`src/sv/dice_sum_count_matrix_power_defines.svh`:
```
// ----------------------------------------------------------------------------
// Assertion macros for the die-sum counter
// Shared helpers for concurrent checks on i_clk, gated by the active-low reset.
// ----------------------------------------------------------------------------
`ifndef DICE_SUM_COUNT_MATRIX_POWER_DEFINES_SVH
`define DICE_SUM_COUNT_MATRIX_POWER_DEFINES_SVH

// Same-cycle implication.
`define DSCMP_ASSERT_IMP(lbl, ante, cons) \
    lbl: assert property (@(posedge i_clk) disable iff (!i_rst_n) (ante) |-> (cons)) \
        else $error("dscmp: check failed");

// Next-cycle implication.
`define DSCMP_ASSERT_NXT(lbl, ante, cons) \
    lbl: assert property (@(posedge i_clk) disable iff (!i_rst_n) (ante) |=> (cons)) \
        else $error("dscmp: check failed");

`endif

```
`src/sv/dscmp_pkg.sv`:
```
// ----------------------------------------------------------------------------
// Die-sum counter package
// Shared constants, element types and the structs passed between the blocks.
// ----------------------------------------------------------------------------
package dscmp_pkg;

    localparam int ExpBits = 60;
    localparam int Order   = 6;
    localparam int ElemW   = 30;
    localparam int IdxW    = $clog2(Order);

    localparam logic [ElemW-1:0] Modulus = 30'd1000000007;

    typedef logic [ElemW-1:0] t_elem;
    typedef logic [IdxW-1:0]  t_idx;

    // One operand fetch for the multiply-accumulate unit.
    typedef struct packed {
        logic vld;
        logic first;
        logic last;
        logic square;
        t_idx i;
        t_idx j;
        t_idx k;
    } t_rd_req;

    // Tag that travels with a product down the pipeline.
    typedef struct packed {
        logic vld;
        logic first;
        logic last;
        logic square;
        t_idx i;
        t_idx j;
    } t_tag;

    typedef struct packed {
        t_tag  tag;
        t_elem a;
        t_elem b;
    } t_mac_op;

    typedef struct packed {
        logic  vld;
        logic  square;
        t_idx  i;
        t_idx  j;
        t_elem data;
    } t_mac_res;

    typedef struct packed {
        logic clear;
        logic commit;
        logic to_base;
    } t_mat_ctl;

endpackage

```
`src/sv/dscmp_mac.sv`:
```
// ----------------------------------------------------------------------------
// Modular multiply-accumulate unit
// Pipelined a*b mod p with Barrett reduction, summed over one dot product.
// ----------------------------------------------------------------------------
`include "dice_sum_count_matrix_power_defines.svh"

module dscmp_mac (
    input  logic                i_clk,
    input  logic                i_rst_n,
    input  dscmp_pkg::t_mac_op  i_op,
    output dscmp_pkg::t_mac_res o_res
);
    import dscmp_pkg::*;

    localparam int ProdW = 2 * ElemW;
    localparam int TW    = ProdW + 2;
    localparam int RW    = ElemW + 2;
    localparam logic [ElemW:0] BarrettMu =
        (ElemW+1)'((64'd1 << ProdW) / 64'(Modulus));
    localparam logic [RW-1:0] ModR  = RW'(Modulus);
    localparam logic [RW-1:0] Mod2R = RW'(Modulus) << 1;

    t_tag             r_s1_tag, r_s2_tag, r_s3_tag, r_s4_tag;
    logic [ProdW-1:0] r_s1_x;
    logic [TW-1:0]    r_s2_t;
    logic [RW-1:0]    r_s2_xl, r_s3_xl, r_s3_qp;
    t_elem            r_s4_r;
    t_elem            r_acc;
    t_mac_res         r_res;

    logic [ElemW-1:0] w_q;
    logic [RW-1:0]    w_d, w_d1, w_d2;
    t_elem            n_s4_r;
    logic [ElemW:0]   w_sum;
    t_elem            n_sum;

    assign w_q = r_s2_t[ProdW:ElemW+1];

    always_comb begin
        w_d  = r_s3_xl - r_s3_qp;
        w_d1 = w_d - ModR;
        w_d2 = w_d - Mod2R;
        if (w_d >= Mod2R) begin
            n_s4_r = w_d2[ElemW-1:0];
        end else if (w_d >= ModR) begin
            n_s4_r = w_d1[ElemW-1:0];
        end else begin
            n_s4_r = w_d[ElemW-1:0];
        end
    end

    always_comb begin
        w_sum = {1'b0, (r_s4_tag.first ? t_elem'(0) : r_acc)} + {1'b0, r_s4_r};
        if (w_sum >= {1'b0, Modulus}) begin
            n_sum = ElemW'(w_sum - {1'b0, Modulus});
        end else begin
            n_sum = w_sum[ElemW-1:0];
        end
    end

    always_ff @(posedge i_clk) begin
        if (!i_rst_n) begin
            r_s1_tag  <= '0;
            r_s2_tag  <= '0;
            r_s3_tag  <= '0;
            r_s4_tag  <= '0;
            r_res.vld <= 1'b0;
        end else begin
            r_s1_tag  <= i_op.tag;
            r_s2_tag  <= r_s1_tag;
            r_s3_tag  <= r_s2_tag;
            r_s4_tag  <= r_s3_tag;
            r_res.vld <= r_s4_tag.vld && r_s4_tag.last;
        end
        r_s1_x  <= ProdW'(i_op.a) * ProdW'(i_op.b);
        r_s2_t  <= TW'(r_s1_x[ProdW-1:ElemW-1]) * TW'(BarrettMu);
        r_s2_xl <= r_s1_x[RW-1:0];
        r_s3_qp <= RW'(w_q) * ModR;
        r_s3_xl <= r_s2_xl;
        r_s4_r  <= n_s4_r;
        if (r_s4_tag.vld) begin
            r_acc <= n_sum;
        end
        r_res.square <= r_s4_tag.square;
        r_res.i      <= r_s4_tag.i;
        r_res.j      <= r_s4_tag.j;
        r_res.data   <= n_sum;
    end

    assign o_res = r_res;

    `DSCMP_ASSERT_IMP(a_res_reduced, r_res.vld, r_res.data < Modulus)

endmodule

```
`config.mk`:
```
export PLATFORM = sky130hd
export DESIGN_NAME = dscmp_mac
export DESIGN_NICKNAME = d
export VERILOG_FILES = /design/src/sv/dscmp_pkg.sv /design/src/sv/dscmp_mac.sv
export VERILOG_INCLUDE_DIRS = /design/src /design/src/sv
export SDC_FILE = /design/constraint.sdc
export NUM_CORES = 2
export LEC_CHECK = 0
export BUFFER_PORTS_ARGS = -buffer_cell sky130_fd_sc_hd__buf_2
export CAP_MARGIN = 20
export CORE_ASPECT_RATIO = 0.9
export CORE_MARGIN = 3
export CORE_UTILIZATION = 45
export CTS_CLUSTER_SIZE = 40
export DETAILED_ROUTE_END_ITERATION = 8
export PLACE_DENSITY = 0.69
export SLEW_MARGIN = 10
export SYNTH_ARGS = -nofsm -noshare
export SYNTH_HDL_FRONTEND = slang
export SYNTH_SLANG_ARGS = --single-unit
```
`constraint.sdc`:
```
create_clock -name i_clk -period 7.35 [get_ports i_clk]
set_clock_uncertainty 0.2 [all_clocks]
set_input_delay 0 -clock i_clk [delete_from_list [all_inputs] [get_ports i_clk]]
set_output_delay 0 -clock i_clk [all_outputs]
set_load 0.005 [all_outputs]
```
# Word-level counts from Yosys, hierarchy flattened
# Index checks and enable logic that the tools add are counted.
[word_totals] reg_bits=352 in_bits=72 output_inout_bits=38 word_cells=52
[classes] n_addsub=5 multipliers=3 n_lt_le_gt_ge=3 n_mux=4 reduce_logical=1
[ops] cell="$mux 30" n=4
[ops] cell="$sub 30x30->30 const B" n=3
[ops] cell="$mul 30x30->60" n=1
[ops] cell="$mul 31x28->58 const B" n=1
[ops] cell="$ge 32x30->1 const B" n=1
[ops] cell="$ge 32x31->1 const B" n=1
[ops] cell="$mul 30x30->32 const B" n=1
[ops] cell="$sub 32x32->32" n=1
[ops] cell="$add 30x30->31" n=1
[ops] cell="$ge 31x30->1 const B" n=1
[ops] cell="$logic_and 1x1->1" n=1

# Depth between registers and ports, before layout
[logic_depth] ltp_word=4 ltp_mapped=32 ltp_nobuf=31

# Worst setup path after synthesis
# Ideal clock, no wire load.
[synth_path] path_type="register to register" start="register r_s1_x[53]" end="register r_s2_t[60]" setup_ns=0.072 t_arrival_ns=6.979 t_required_ns=7.078 setup_slack_ns=0.099 path_stages_with_launch=24 n_path_buf=0 synth_period_minus_slack_ns=7.251 path_cell_list="dfxtp_1 > fa_1 > fa_1 > fa_1 > fa_1 > fa_1 > inv_1 > fa_1 > inv_1 > fa_1 > ha_1 > a21o_1 > a21o_1 > a21o_1 > a21oi_1 > nand4_1 > and3_1 > a31o_2 > a31oi_1 > o21ai_0 > nor3_1 > o21ai_0 > o41ai_1 > xnor2_1"
[synth_via] elab_chain_len=1
[synth_lines] item="from (decl)" line="dscmp_mac.sv:24" source="logic [ProdW-1:0] r_s1_x;"
[synth_lines] item="from (signal assigned)" line="dscmp_mac.sv:75" source="r_s1_x <= ProdW'(i_op.a) * ProdW'(i_op.b);"
[synth_lines] item="$mul 31x28->58" line="dscmp_mac.sv:76" source="r_s2_t <= TW'(r_s1_x[ProdW-1:ElemW-1]) * TW'(BarrettMu);"
[synth_lines] item="to (signal assigned)" line="dscmp_mac.sv:76"
[synth_lines] item="to (decl)" line="dscmp_mac.sv:25" source="logic [TW-1:0] r_s2_t;"
# No other way between the ends.
# A chain may end at the register's enable or synchronous reset.

# Worst setup path in the final report
[layout_path] start="register r_s1_x[48]" end="register r_s2_t[60]"
# Same word-level chain as after synthesis.

==> flow_summary.rst <==
.. list-table::
   :header-rows: 1

   * - Metric
     - Value
   * - Outcome
     - finished, final reports clean
   * - Warning count from the yosys run
     - 0
   * - Routed wirelength normalized by instance count
     - between 15 and 20 um
   * - Total routing resource utilization after global routing
     - 0.221
   * - Core box area
     - about 140000 um2
   * - Min-delay worst type
     - primary input to flip-flop
   * - Share of the yosys chip area belonging to registers
     - 0.110
   * - Count of input and output buffers
     - roughly 110
   * - Final setup violation count
     - 0
   * - Synth Flop Type
     - sky130_fd_sc_hd__dfxtp_1
   * - Num CTS Buffers
     - 37
   * - Share of synthesized flip-flops with an asynchronous set or reset
     - 0
   * - FF/Latch Area
     - about 6800 um2
   * - Std-Cell Rows
     - roughly 130
   * - Final setup slack of the worst path
     - 0.235 ns
   * - Number of distinct standard cells referenced by the synthesized netlist
     - between 100 and 150
   * - Gate count after technology mapping
     - 6367
   * - H-tree level count
     - 2
   * - Slowest cell on crit path
     - sky130_fd_sc_hd__fa_1
   * - Min Tclk post-route
     - ~7 ns
   * - Cell count of the worst reg-to-reg path
     - 27
   * - Number of max-capacitance violations reported
     - 0
   * - Crit share post-route
     - 0.968
   * - Hold-critical path depth
     - 4
   * - Total die area
     - approximately 140000 um2
   * - Proportion of layout cells with a drive suffix above 1
     - 0.103
   * - Setup repair after global routing missed its margin
     - false
   * - Area of the mapped netlist
     - a little over 60000 um2
   * - Sum of net half-perimeters after detailed placement
     - 134 mm
   * - Clock tree from TritonCTS
     - yes
   * - Critical Path Start Type
     - flip-flop
   * - Pre-antenna DRT Iters
     - 5
   * - Clock transition at the register clock pins on the worst setup and hold paths after CTS
     - ~0.070 ns
   * - Initial core utilization
     - 0.455
   * - TritonCTS Sinks
     - 324
   * - Placed insts
     - ~8500
   * - Via count normalized by instance count
     - 5.05
   * - Max Buffers Root-to-Sink
     - 3
   * - Global placement routability congestion
     - about 0.95
   * - Fmax
     - 0.141 GHz
   * - Design area
     - 68900 um2
   * - Fill cell instance count of the final layout
     - 12300
   * - Net count of the mapped netlist
     - around 8500
   * - Fin. max-slew vios
     - 0
   * - Die span in y
     - about 360 um
   * - Classification of the worst setup path
     - flip-flop to flip-flop
   * - Placed Instance Area
     - 67000 um2
   * - Vias in the first global route
     - 46500
   * - Maximum net fanout on the critical path
     - 6
   * - Total Nets Final
     - 8879
   * - CTS root buf
     - sky130_fd_sc_hd__clkbuf_16
   * - Final-layout setup total negative slack
     - 0 ns
   * - Post-Place Worst Slack
     - -0.627 ns
   * - Slowest cell delay on critical path
     - 0.60 ns
   * - Synthesized flop and latch total
     - roughly 320
   * - I/O pin total
     - 110
   * - Routed via count
     - about 43000
   * - Post-Syn Area per Cell
     - ~9.7 um2
   * - Final number of hold-violating endpoints
     - 0
   * - Slew at the pin closest to its max-slew limit
     - around 0.9 ns
   * - Syn-to-layout area delta
     - 11.4%
   * - Number of design-rule violations left by the first detailed-router iteration
     - ~3100
   * - Multi-input gate area in the final layout
     - ~50000 um2
   * - Post-layout instance count excluding filler cells
     - roughly 8600
   * - First-pass GRT wire length
     - approximately 250 mm
   * - Global-route congestion overflow total
     - 0
   * - Crit end category
     - flip-flop
   * - DIE WIDTH
     - 397 um
   * - Routed WL
     - ~150 mm
   * - Largest net degree at the start of global routing
     - 42
   * - Number of antenna-violating nets in the routed design
     - 0
   * - Data required time at the worst endpoint
     - about 7.6 ns
   * - Clk_lat worst skew
     - ~0.58 ns
   * - Antenna violations before repair
     - 5
   * - Relative slew slack
     - 0.387
   * - Most frequent cell on the critical path
     - sky130_fd_sc_hd__fa_1
   * - Arrival time at the worst endpoint
     - roughly 7.4 ns
   * - Post-synth EDFFs
     - 30
   * - Total DRC errors in the routed layout
     - 0
==> stage by stage <==
step,hold WS [ns],utilization
after floorplan,-0.0783,-
after global placement,-0.00163,0.493
after detailed placement,0.0114,0.493
after CTS,0.0621,0.505
after global routing,0.0796,0.507
final,0.0799,0.507
==> cells in the mapped netlist (37+ instances only) <==
cell,n,area (um2)
sky130_fd_sc_hd__dfxtp_1,294,5890
sky130_fd_sc_hd__fa_1,1223,24500
sky130_fd_sc_hd__clkbuf_1,190,713
sky130_fd_sc_hd__nor2_1,150,563
sky130_fd_sc_hd__and2_1,545,3410
sky130_fd_sc_hd__o21ai_0,85,425
sky130_fd_sc_hd__xnor2_1,160,1400
sky130_fd_sc_hd__xor2_1,65,569
sky130_fd_sc_hd__nand3_1,37,185
sky130_fd_sc_hd__nor3_1,55,275
sky130_fd_sc_hd__inv_1,1477,5540
sky130_fd_sc_hd__nand2_1,517,1940
sky130_fd_sc_hd__a21oi_1,142,711
sky130_fd_sc_hd__nor2b_1,53,332
sky130_fd_sc_hd__a21o_1,68,510
sky130_fd_sc_hd__ha_1,827,10300
==> what timing repair did <==
item | in CTS | in global routing
buffers inserted | 0 | 8
pin swaps | 1 | 35
setup endpoints to repair | 9 | 28
endpoints found under the hold margin | 42 | 0
hold buffers | 33 | 0
resized for setup | 11 | 72
==> worst paths after layout <==
path / from / slack (ns) / endpoint
worst max-delay path: r_s1_x[48] / 0.23 / r_s2_t[60]
worst min-delay path: i_op[31] / 0.08 / r_s1_x[1]
worst max register to register: r_s1_x[48] / 0.23 / r_s2_t[60]
worst min register to register: r_s1_x[5] / 0.11 / r_s2_xl[5]
==> state kept, by name, summed over array words and instances, names as in the netlist <==
| name | count |
|---|---|
| r_s3_tag | 10 |
| r_s1_tag | 10 |
| r_s2_tag | 10 |
| r_s3_qp | 32 |
| r_s1_x | 60 |
| r_s4_tag | 10 |
| r_s4_r | 30 |
| o_res | 38 |
| r_s2_t | 30 |
| r_s3_xl | 32 |
| r_acc | 30 |
| r_s2_xl | 32 |
==> critical path, delay by kind of cell (launching register included) <==
kind	cells	cell delay, ns
AOI/OAI and AO/OA	8	1.38
and+or+nand+nor	3	0.62
xor gates and xnor gates	1	0.10
DFF	1	0.37
adders and majority gates	8	3.70
buffers and inverters	7	0.58
==> final cells by class <==
class,instances,area share
well taps,1820,0.0331
repair buffers,560,0.0613
diodes,3,0.000109
clock inverters,17,0.00298
flip-flops and latches,324,0.0988
clock buffers,50,0.0146
inverters,1477,0.0805
multi-input cells,4357,0.709
==> layer usage <==
layer  global-route usage  routed length, um  share of wire
met5                    0                 13       0.000085
met4               0.0394               2760          0.018
met3               0.0367              10800          0.071
met2                0.341              66600           0.44
met1                0.329              72700           0.48
==> layout by cell type (no fill, tap or decap), types with 17 or more instances in the layout <==
cell and count:
sky130_fd_sc_hd__a211oi_1 20, sky130_fd_sc_hd__buf_4 408, sky130_fd_sc_hd__nand2_1 517, sky130_fd_sc_hd__and2_1 545, sky130_fd_sc_hd__inv_1 1474, sky130_fd_sc_hd__fa_1 1219, sky130_fd_sc_hd__dlygate4sd3_1 33, sky130_fd_sc_hd__buf_2 91
sky130_fd_sc_hd__nor3_1 54, sky130_fd_sc_hd__dfxtp_1 282, sky130_fd_sc_hd__a21o_1 68, sky130_fd_sc_hd__xor2_1 65, sky130_fd_sc_hd__and3_1 24, sky130_fd_sc_hd__edfxtp_1 30, sky130_fd_sc_hd__o21a_1 35, sky130_fd_sc_hd__o21ai_1 18
sky130_fd_sc_hd__nand3_1 33, sky130_fd_sc_hd__clkbuf_16 38, sky130_fd_sc_hd__nor2b_1 53, sky130_fd_sc_hd__nand2b_1 30, sky130_fd_sc_hd__o21ai_0 81, sky130_fd_sc_hd__a21oi_1 137, sky130_fd_sc_hd__nand4_1 17, sky130_fd_sc_hd__nor2_1 150
sky130_fd_sc_hd__o21bai_1 19, sky130_fd_sc_hd__xnor2_1 160, sky130_fd_sc_hd__ha_1 823
==> kinds of logic (layout without fill, tap and decap cells) <==
family,after synthesis,count (layout),share of synthesized area
AO/OA/AOI/OAI,561,561,0.0630
XOR/XNOR,226,226,0.0321
adder cells (fa/ha/maj),2051,2051,0.564
buffers and inverters,1686,2104,0.104
flip-flops,324,324,0.110
multiplexers,10,10,0.00168
other,0,3,0
AND/OR/NAND/NOR,1509,1509,0.126
Power is left out: the tool's default activity adds up to more than one toggle a clock period on the data nets, which glitch-free logic cannot reach.
